[config.mk]
export PLATFORM = sky130hd
export DESIGN_NAME = sorted_key_table
export DESIGN_NICKNAME = d
export VERILOG_FILES = /design/src/rtl/skt_pkg.sv /design/src/rtl/skt_ctrl.sv /design/src/rtl/skt_dp.sv /design/src/rtl/sorted_key_table.sv
export SDC_FILE = /design/constraint.sdc
export NUM_CORES = 2
export LEC_CHECK = 0
export BUFFER_PORTS_ARGS = -buffer_cell sky130_fd_sc_hd__buf_2
export CORE_ASPECT_RATIO = 0.5
export CORE_MARGIN = 2
export CORE_UTILIZATION = 55
export CTS_BUF_LIST = sky130_fd_sc_hd__clkbuf_4
export DETAILED_ROUTE_END_ITERATION = 8
export GPL_TIMING_DRIVEN = 1
export PLACE_DENSITY = 0.69
export SLEW_MARGIN = 30
export SYNTH_ARGS = -nofsm -noshare
export SYNTH_HDL_FRONTEND = slang
export SYNTH_SLANG_ARGS = --single-unit
[constraint.sdc]
create_clock -name clk_i -period 21.4 [get_ports clk_i]
set_clock_uncertainty 0.15 [all_clocks]
set_input_delay 1.07 -clock clk_i [delete_from_list [all_inputs] [get_ports clk_i]]
set_output_delay 1.07 -clock clk_i [all_outputs]
set_load 0.05 [all_outputs]
[src/rtl/skt_pkg.sv]
// Shared codes, types and command/status structs for the sorted key table.
// Used by skt_ctrl, skt_dp and the sorted_key_table top level.
package skt_pkg;

  // Request type codes.
  localparam logic [1:0] REQ_INSERT = 2'd0;
  localparam logic [1:0] REQ_SEARCH = 2'd1;
  localparam logic [1:0] REQ_REMOVE = 2'd2;

  // Result status codes.
  localparam logic [1:0] ST_OK      = 2'd0;
  localparam logic [1:0] ST_FULL    = 2'd1;
  localparam logic [1:0] ST_EMPTY   = 2'd2;
  localparam logic [1:0] ST_MISSING = 2'd3;

  // Width of the position and fill count result fields.
  localparam int unsigned PosWidth = 5;

  // Read address choice, relative to the slot index register.
  typedef enum logic [2:0] {
    RD_J,
    RD_J_P1,
    RD_J_P2,
    RD_J_M1,
    RD_J_M2
  } rd_sel_e;

  typedef struct packed {
    logic       load_req;    // latch the request beat, set the slot index
    logic       j_inc;
    logic       j_dec;
    logic       rd_en;
    rd_sel_e    rd_sel;
    logic       wr_en;       // write at the slot index
    logic       wr_new;      // write the request entry, else the read data
    logic       cnt_inc;
    logic       cnt_dec;
    logic       res_load;
    logic [1:0] res_status;
    logic       res_pos_en;  // position is slot index plus one, else 0
    logic       res_tag_en;  // found tag is the read tag, else 0
    logic       out_load;
  } skt_cmd_t;

  typedef struct packed {
    logic [1:0] req;
    logic       cnt_zero;
    logic       cnt_full;
    logic       greater;     // read key above request key (signed)
    logic       equal;       // read key equals request key
    logic       j_one;
    logic       j_next_last; // slot index plus one equals the count
    logic       shift_more;  // slot index plus two below the count
  } skt_stat_t;

endpackage

[src/rtl/skt_ctrl.sv]
// Controller state machine of the sorted key table.
// Depends on skt_pkg; drives skt_dp through skt_cmd_t and reads skt_stat_t.
module skt_ctrl (
  input  logic              clk_i,
  input  logic              rst_ni,
  input  logic              in_valid_i,
  output logic              in_ready_o,
  input  logic              out_ready_i,
  output logic              out_valid_o,
  input  skt_pkg::skt_stat_t stat_i,
  output skt_pkg::skt_cmd_t  cmd_o
);
  import skt_pkg::*;

  localparam logic [2:0] S_IDLE     = 3'd0;
  localparam logic [2:0] S_DISPATCH = 3'd1;
  localparam logic [2:0] S_INS_CMP  = 3'd2;
  localparam logic [2:0] S_INS_PUT  = 3'd3;
  localparam logic [2:0] S_SR_CMP   = 3'd4;
  localparam logic [2:0] S_SHIFT    = 3'd5;
  localparam logic [2:0] S_WAIT_OUT = 3'd6;

  logic [2:0] state_q, state_d;
  logic       out_valid_q, out_valid_d;

  assign in_ready_o  = (state_q == S_IDLE);
  assign out_valid_o = out_valid_q;

  always_comb begin
    cmd_o          = '0;
    cmd_o.rd_sel   = RD_J;
    state_d        = state_q;
    cmd_o.load_req = in_valid_i && (state_q == S_IDLE);

    case (state_q)
      S_IDLE: begin
        if (in_valid_i) begin
          state_d = S_DISPATCH;
        end
      end
      S_DISPATCH: begin
        state_d        = S_WAIT_OUT;
        cmd_o.res_load = 1'b1;
        if (stat_i.req == REQ_INSERT) begin
          if (stat_i.cnt_full) begin
            cmd_o.res_status = ST_FULL;
          end else if (stat_i.cnt_zero) begin
            cmd_o.wr_en      = 1'b1;
            cmd_o.wr_new     = 1'b1;
            cmd_o.cnt_inc    = 1'b1;
            cmd_o.res_status = ST_OK;
            cmd_o.res_pos_en = 1'b1;
          end else begin
            cmd_o.res_load = 1'b0;
            cmd_o.rd_en    = 1'b1;
            cmd_o.rd_sel   = RD_J_M1;
            state_d        = S_INS_CMP;
          end
        end else if (stat_i.req == REQ_SEARCH || stat_i.req == REQ_REMOVE) begin
          if (stat_i.cnt_zero) begin
            cmd_o.res_status = ST_EMPTY;
          end else begin
            cmd_o.res_load = 1'b0;
            cmd_o.rd_en    = 1'b1;
            cmd_o.rd_sel   = RD_J;
            state_d        = S_SR_CMP;
          end
        end else begin
          cmd_o.res_status = ST_OK;
        end
      end
      S_INS_CMP: begin
        if (stat_i.greater) begin
          cmd_o.wr_en = 1'b1;
          cmd_o.j_dec = 1'b1;
          if (stat_i.j_one) begin
            state_d = S_INS_PUT;
          end else begin
            cmd_o.rd_en  = 1'b1;
            cmd_o.rd_sel = RD_J_M2;
          end
        end else begin
          cmd_o.wr_en      = 1'b1;
          cmd_o.wr_new     = 1'b1;
          cmd_o.cnt_inc    = 1'b1;
          cmd_o.res_load   = 1'b1;
          cmd_o.res_status = ST_OK;
          cmd_o.res_pos_en = 1'b1;
          state_d          = S_WAIT_OUT;
        end
      end
      S_INS_PUT: begin
        cmd_o.wr_en      = 1'b1;
        cmd_o.wr_new     = 1'b1;
        cmd_o.cnt_inc    = 1'b1;
        cmd_o.res_load   = 1'b1;
        cmd_o.res_status = ST_OK;
        cmd_o.res_pos_en = 1'b1;
        state_d          = S_WAIT_OUT;
      end
      S_SR_CMP: begin
        if (stat_i.equal) begin
          cmd_o.res_load   = 1'b1;
          cmd_o.res_status = ST_OK;
          cmd_o.res_pos_en = 1'b1;
          cmd_o.res_tag_en = 1'b1;
          state_d          = S_WAIT_OUT;
          if (stat_i.req == REQ_REMOVE) begin
            if (stat_i.j_next_last) begin
              cmd_o.cnt_dec = 1'b1;
            end else begin
              cmd_o.rd_en  = 1'b1;
              cmd_o.rd_sel = RD_J_P1;
              state_d      = S_SHIFT;
            end
          end
        end else if (stat_i.j_next_last) begin
          cmd_o.res_load   = 1'b1;
          cmd_o.res_status = ST_MISSING;
          state_d          = S_WAIT_OUT;
        end else begin
          cmd_o.rd_en  = 1'b1;
          cmd_o.rd_sel = RD_J_P1;
          cmd_o.j_inc  = 1'b1;
        end
      end
      S_SHIFT: begin
        cmd_o.wr_en = 1'b1;
        cmd_o.j_inc = 1'b1;
        if (stat_i.shift_more) begin
          cmd_o.rd_en  = 1'b1;
          cmd_o.rd_sel = RD_J_P2;
        end else begin
          cmd_o.cnt_dec = 1'b1;
          state_d       = S_WAIT_OUT;
        end
      end
      S_WAIT_OUT: begin
        if (!out_valid_q || out_ready_i) begin
          cmd_o.out_load = 1'b1;
          state_d        = S_IDLE;
        end
      end
      default: begin
        state_d = S_IDLE;
      end
    endcase
  end

  always_comb begin
    out_valid_d = out_valid_q;
    if (cmd_o.out_load) begin
      out_valid_d = 1'b1;
    end else if (out_ready_i) begin
      out_valid_d = 1'b0;
    end
  end

  always_ff @(posedge clk_i or negedge rst_ni) begin
    if (!rst_ni) begin
      state_q     <= S_IDLE;
      out_valid_q <= 1'b0;
    end else begin
      state_q     <= state_d;
      out_valid_q <= out_valid_d;
    end
  end

endmodule

[src/rtl/skt_dp.sv]
// Datapath of the sorted key table: key and tag memories, slot index,
// entry count, compare logic and result registers. Depends on skt_pkg.
module skt_dp #(
  parameter int unsigned TABLE_DEPTH = 16
) (
  input  logic               clk_i,
  input  logic               rst_ni,
  input  logic [1:0]         req_type_i,
  input  logic signed [31:0] key_i,
  input  logic [63:0]        tag_i,
  input  skt_pkg::skt_cmd_t  cmd_i,
  output skt_pkg::skt_stat_t stat_o,
  output logic [1:0]         status_o,
  output logic [skt_pkg::PosWidth-1:0] position_o,
  output logic [63:0]        found_tag_o,
  output logic [skt_pkg::PosWidth-1:0] fill_count_o
);
  import skt_pkg::*;

  localparam int unsigned AW = (TABLE_DEPTH > 1) ? $clog2(TABLE_DEPTH) : 1;
  localparam int unsigned CW = $clog2(TABLE_DEPTH + 1);
  localparam int unsigned XW = (CW + 1 > PosWidth) ? CW + 1 : PosWidth;

  logic signed [31:0] key_mem [TABLE_DEPTH];
  logic [63:0]        tag_mem [TABLE_DEPTH];

  logic [1:0]          req_q;
  logic signed [31:0]  key_q;
  logic [63:0]         tag_q;
  logic signed [31:0]  rd_key_q;
  logic [63:0]         rd_tag_q;
  logic [CW-1:0]       j_q, j_d;
  logic [CW-1:0]       cnt_q, cnt_d;
  logic [1:0]          res_status_q;
  logic [PosWidth-1:0] res_pos_q;
  logic [63:0]         res_tag_q;

  logic [CW:0]   j_w, cnt_w, ra_w;
  logic [XW-1:0] pos_w, fill_w;
  logic [AW-1:0] rd_addr, wr_addr;

  assign j_w   = {1'b0, j_q};
  assign cnt_w = {1'b0, cnt_q};

  always_comb begin
    case (cmd_i.rd_sel)
      RD_J:    ra_w = j_w;
      RD_J_P1: ra_w = j_w + (CW+1)'(1);
      RD_J_P2: ra_w = j_w + (CW+1)'(2);
      RD_J_M1: ra_w = j_w - (CW+1)'(1);
      RD_J_M2: ra_w = j_w - (CW+1)'(2);
      default: ra_w = j_w;
    endcase
  end

  assign rd_addr = ra_w[AW-1:0];
  assign wr_addr = j_w[AW-1:0];
  assign pos_w   = XW'(j_q) + XW'(1);
  assign fill_w  = XW'(cnt_q);

  assign stat_o.req         = req_q;
  assign stat_o.cnt_zero    = (cnt_q == '0);
  assign stat_o.cnt_full    = (cnt_q == CW'(TABLE_DEPTH));
  assign stat_o.greater     = (rd_key_q > key_q);
  assign stat_o.equal       = (rd_key_q == key_q);
  assign stat_o.j_one       = (j_q == CW'(1));
  assign stat_o.j_next_last = ((j_w + (CW+1)'(1)) == cnt_w);
  assign stat_o.shift_more  = ((j_w + (CW+1)'(2)) < cnt_w);

  always_comb begin
    j_d = j_q;
    if (cmd_i.load_req) begin
      j_d = (req_type_i == REQ_INSERT) ? cnt_q : '0;
    end else if (cmd_i.j_inc) begin
      j_d = j_q + CW'(1);
    end else if (cmd_i.j_dec) begin
      j_d = j_q - CW'(1);
    end
  end

  always_comb begin
    cnt_d = cnt_q;
    if (cmd_i.cnt_inc) begin
      cnt_d = cnt_q + CW'(1);
    end else if (cmd_i.cnt_dec) begin
      cnt_d = cnt_q - CW'(1);
    end
  end

  always_ff @(posedge clk_i or negedge rst_ni) begin
    if (!rst_ni) begin
      cnt_q <= '0;
    end else begin
      cnt_q <= cnt_d;
    end
  end

  always_ff @(posedge clk_i) begin
    j_q <= j_d;
    if (cmd_i.load_req) begin
      req_q <= req_type_i;
      key_q <= key_i;
      tag_q <= tag_i;
    end
    if (cmd_i.res_load) begin
      res_status_q <= cmd_i.res_status;
      res_pos_q    <= cmd_i.res_pos_en ? pos_w[PosWidth-1:0] : '0;
      res_tag_q    <= cmd_i.res_tag_en ? rd_tag_q : '0;
    end
    if (cmd_i.out_load) begin
      status_o     <= res_status_q;
      position_o   <= res_pos_q;
      found_tag_o  <= res_tag_q;
      fill_count_o <= fill_w[PosWidth-1:0];
    end
  end

  // Table memories: one write and one registered read per cycle.
  always_ff @(posedge clk_i) begin
    if (cmd_i.wr_en) begin
      key_mem[wr_addr] <= cmd_i.wr_new ? key_q : rd_key_q;
      tag_mem[wr_addr] <= cmd_i.wr_new ? tag_q : rd_tag_q;
    end
    if (cmd_i.rd_en) begin
      rd_key_q <= key_mem[rd_addr];
      rd_tag_q <= tag_mem[rd_addr];
    end
  end

endmodule

[src/rtl/sorted_key_table.sv]
// Sorted key table: a table of signed keys with 64-bit tags held in ascending
// key order, taking insert, search and remove requests one at a time. Each
// request beat produces exactly one result beat carrying a status code, the
// 1-based slot (0 when there is none), the matched tag and the entry count
// after the request. Insert walks down from the top entry, moving each larger
// entry up one slot until it finds its place after any equal keys, and is
// refused with "table full" when every slot is taken. Search walks up from the
// bottom to the first matching key; remove does the same and then moves each
// later entry down one slot. Each step of a request reads one entry, as the
// key and tag memories have a single read port. The next request beat can be
// taken in the same cycle as the result is first offered. The input is ready
// only while no request is being worked on, but the result sits in an output
// register, so a new request beat is taken while the previous result beat
// still waits for the consumer. The memories need no clearing at reset: only
// slots below the entry count are ever read, and the count resets to 0.
// Depends on skt_pkg, skt_ctrl and skt_dp.
module sorted_key_table #(
  parameter int unsigned TABLE_DEPTH = 16
) (
  input  logic               clk_i,
  input  logic               rst_ni,
  input  logic               in_valid_i,
  output logic               in_ready_o,
  input  logic [1:0]         req_type_i,
  input  logic signed [31:0] key_i,
  input  logic [63:0]        tag_i,
  output logic               out_valid_o,
  input  logic               out_ready_i,
  output logic [1:0]         status_o,
  output logic [4:0]         position_o,
  output logic [63:0]        found_tag_o,
  output logic [4:0]         fill_count_o
);
  import skt_pkg::*;

  // Command and status bundles between the controller and the datapath.
  skt_cmd_t  cmd;
  skt_stat_t stat;

  // The controller sequences the scan and shift steps and owns both handshakes.
  skt_ctrl u_ctrl (
    .clk_i       (clk_i),
    .rst_ni      (rst_ni),
    .in_valid_i  (in_valid_i),
    .in_ready_o  (in_ready_o),
    .out_ready_i (out_ready_i),
    .out_valid_o (out_valid_o),
    .stat_i      (stat),
    .cmd_o       (cmd)
  );

  // The datapath holds the table, the entry count and the result registers.
  skt_dp #(
    .TABLE_DEPTH (TABLE_DEPTH)
  ) u_dp (
    .clk_i        (clk_i),
    .rst_ni       (rst_ni),
    .req_type_i   (req_type_i),
    .key_i        (key_i),
    .tag_i        (tag_i),
    .cmd_i        (cmd),
    .stat_o       (stat),
    .status_o     (status_o),
    .position_o   (position_o),
    .found_tag_o  (found_tag_o),
    .fill_count_o (fill_count_o)
  );

endmodule

==> impl_metrics.yaml <==
floorplanning:
  rows: 96
  fp.dieW_um: 530.0
  die_y_um: 267.0
  core_area_sq_um: 137200
  io_pins: 180
  initial_core_util_pct: 55.47
  die_area_sq_um: 141500
route:
  drt-total-wl_um: 201200
  routed_via_density: 6.439
  wl_met3_um: 20970
  post_drt_wl_per_cell_um: 27.24
  dr.pass1.iters: 5
  vias: 47552
  drc: 0
  top_layer: "met5"
  wl_met2_um: 93840
  first_iter_violations: 6026
  wl_met1_um: 81430
  antenna_left: 0
timing:
  period_needed_ns: 6.593
  worst_pin_slew_ns: 1.041
  hold_viol_final: 0
  slew_violations: 0
  timing.fmax_ghz: 0.1517
  fin_crit_sh_pct: 30.81
  setup_viol: 0
  timing.setup.tns_ns: 0
  rsz0062_at_grt: "no"
  slew_headroom_pct: 30.57
cells_and_area:
  multi_input_area_sq_um: 17850
  syn_to_final_growth_pct: 12.34
  regArea_sq_um: 56740
  fillCellCount: 10040
  final_layout_size_suffix_gt1_share_pct: 19.73
  finalNetCount: 5384
placement:
  gp_congestion: 0.8430
  io_buffers: 179
  hpwl_um: 91710
logic_synthesis:
  synth_fp_nets: 4917
  synth_most_common_cell: "edfxtp_1"
  ys_types: 66
  synth.top_cell.area_share_pct: 74.27
  synth-xor-area-share_pct: 0.2713
  synth_top_family_by_area: "compound AO/OA/AOI/OAI gates"
  async_flop_share_pct: 0.4759
  synth-compound-area-share_pct: 10.04
  yosys-top-cells-area: "edfxtp_1, a221o_1, and3_1"
  synth_seq_area_share_pct: 74.57
  synth_cells: 4764
  synth_largest_area_cell: "edfxtp_1"
  synth_commonest_cells: "edfxtp_1, nand2_1, and3_1"
  synth_edf_count: 1882
  yosys_warnings: 0
  synth_flop_cell: "edfxtp_1"
  muxShareOfSynthArea_pct: 2.634
  ys_ff_latch: 1891
  synth_fa_ha_area_share_pct: 0.8485
  synthSimpleGateAreaFrac_pct: 9.293
  synth.avg_cell_area_sq_um: 15.97
  synth_area_sq_um: 76090
status:
  outcome: "finished, final reports clean"
cts:
  cts_buffer_depth: 4
  cts.reportedPaths.clkPinSlew_ns: 0.07
  post_cts_buffers: 0
  cts_root_buf: "clkbuf_4"
  clkLatencyLatePin_ns: 1.36
  htree_levels: 5
  cts_tree: "yes"
  cts_resized: 0
  clkSinkCount: 1891
  numCtsBuffers: 425
global_routing:
  antenna_found_initial: 3
  track_usage_pct: 28.22
  overflow: 0
  grt_max_degree: 138
  grt_pass1_wl_um: 294800
  grt_pass1_vias: 46952
worst_setup_path:
  critPathLaunchType: "flip-flop"
  crit_fanout: 53
  crit_arrival_ns: 7.44
  critPathRequiredTime_ns: 22.24
  critPathCaptureType: "flip-flop"
  crit_type: "flip-flop to flip-flop"
flow_run:
  drv_cap: 0
worst_hold_path:
  hold_class: "input port to flip-flop"
## sequential cells by signal, summed over array words and instances, names as in the netlist
register and count:
u_dp.status_o 2, u_ctrl.state_q 3, u_dp.rd_key_q 32, u_dp.res_pos_q 5
u_dp.res_tag_q 64, u_dp.rd_tag_q 64, u_dp.key_mem 512, u_dp.cnt_q 5
u_ctrl.out_valid_o 1, u_dp.tag_mem 1024, u_dp.found_tag_o 64, u_dp.fill_count_o 5
u_dp.key_q 32, u_dp.j_q 5, u_dp.res_status_q 2, u_dp.tag_q 64
u_dp.req_q 2, u_dp.position_o 5
## area by class of cell
class	instances	area share, %
Clock buffer	638	5.603
Sequential cell	1891	66.38
Timing Repair Buffer	401	3.690
Inverter	49	0.2210
Multi-Input combinational cell	2463	20.88
Tap cell	1862	2.726
Clock inverter	78	0.4933
Antenna cell	3	0.008783
## cells by family after synthesis
group | after synthesis
multiplexers | 200
flip-flops | 1891
XOR/XNOR | 22
adder cells (fa/ha/maj) | 51
buffers and inverters | 410
AND/OR/NAND/NOR | 1309
AO/OA/AOI/OAI | 881
## placed cells by master, fill, tap and decap left out, types with 6 or more instances in the layout
| cell type | n |
|---|---|
| nor2b_1 | 8 |
| buf_12 | 10 |
| buf_4 | 81 |
| nor4_2 | 90 |
| xor2_1 | 8 |
| nor2_4 | 19 |
| and2_1 | 66 |
| and3_1 | 388 |
| nor2_1 | 22 |
| buf_6 | 23 |
| clkbuf_4 | 638 |
| nor4_1 | 9 |
| dlygate4sd3_1 | 101 |
| o22ai_1 | 193 |
| dfrtp_1 | 9 |
| nand2_1 | 637 |
| inv_1 | 47 |
| buf_2 | 179 |
| a32o_1 | 192 |
| mux2i_1 | 198 |
| edfxtp_1 | 1882 |
| buf_16 | 6 |
| nor3_1 | 9 |
| a221o_1 | 386 |
| ha_1 | 49 |
| nand4_1 | 11 |
| o21ai_0 | 49 |
| a21oi_1 | 25 |
| nand3_1 | 21 |
| xnor2_1 | 13 |
| clkinv_1 | 63 |
## repair_timing
item,CTS,global route
hold buffers,101,0
setup endpoints to repair,0,0
hold endpoints to repair,108,0
## final timing paths
check                                                 startpoint  depth (start not counted)  slack [ns]                              to
worst max-delay path                       u_dp.j_q[0]$_DFFE_PP_                         14       14.81     u_dp.rd_key_q[23]$_DFFE_PP_
max in group asynchronous                                 rst_ni                          3       20.15       u_dp.cnt_q[2]$_DFFE_PN0P_
worst min-delay path                                  in_valid_i                          2        0.23        u_dp.tag_q[22]$_DFFE_PP_
worst min register to register  u_dp.res_tag_q[21]$_SDFFCE_PN0P_                          0        0.23  u_dp.found_tag_o[21]$_DFFE_PP_
min in group asynchronous                                 rst_ni                          3        0.64       u_dp.cnt_q[4]$_DFFE_PN0P_
worst max register to register             u_dp.j_q[0]$_DFFE_PP_                         14       14.81     u_dp.rd_key_q[23]$_DFFE_PP_
## routing by layer
| metal | GRT usage [%] | vias to the layer above |
|---|---|---|
| li1 | - | 20378 |
| met1 | 39.84 | 24048 |
| met2 | 44.33 | 2746 |
| met3 | 5.191 | 378 |
| met4 | 10.00 | 2 |
| met5 | 0 | - |
## per-stage QoR
step	setup WS (ns)	hold WS (ns)	std cells	instance area, sq um	util [%]
global route	14.63	0.1649	7385	85480	62.31
floorplan	13.76	0.2503	4764	76090	-
finish	14.81	0.2298	7385	85480	62.31
detailed placement	14.71	0.2545	6560	79100	57.66
global placement	14.48	0.2518	6552	78860	57.49
CTS	14.67	0.1249	7377	85320	62.20
## critical path: stages, from the launching register on
cell      delay [ns]
edfxtp_1        0.63
inv_1           0.26
ha_1            0.47
xor2_1          0.20
nor3_1          0.15
nand4_1         0.40
and2_4          0.32
nor2_4          0.18
xnor2_1         0.42
nor4bb_1        0.70
nor2b_4         0.60
buf_4           0.63
buf_6           0.74
a32o_1          0.31
nor4_2          0.06
Power is not shown: default switching activity piles up to over one toggle a cycle in this logic, so the estimate is an artifact.
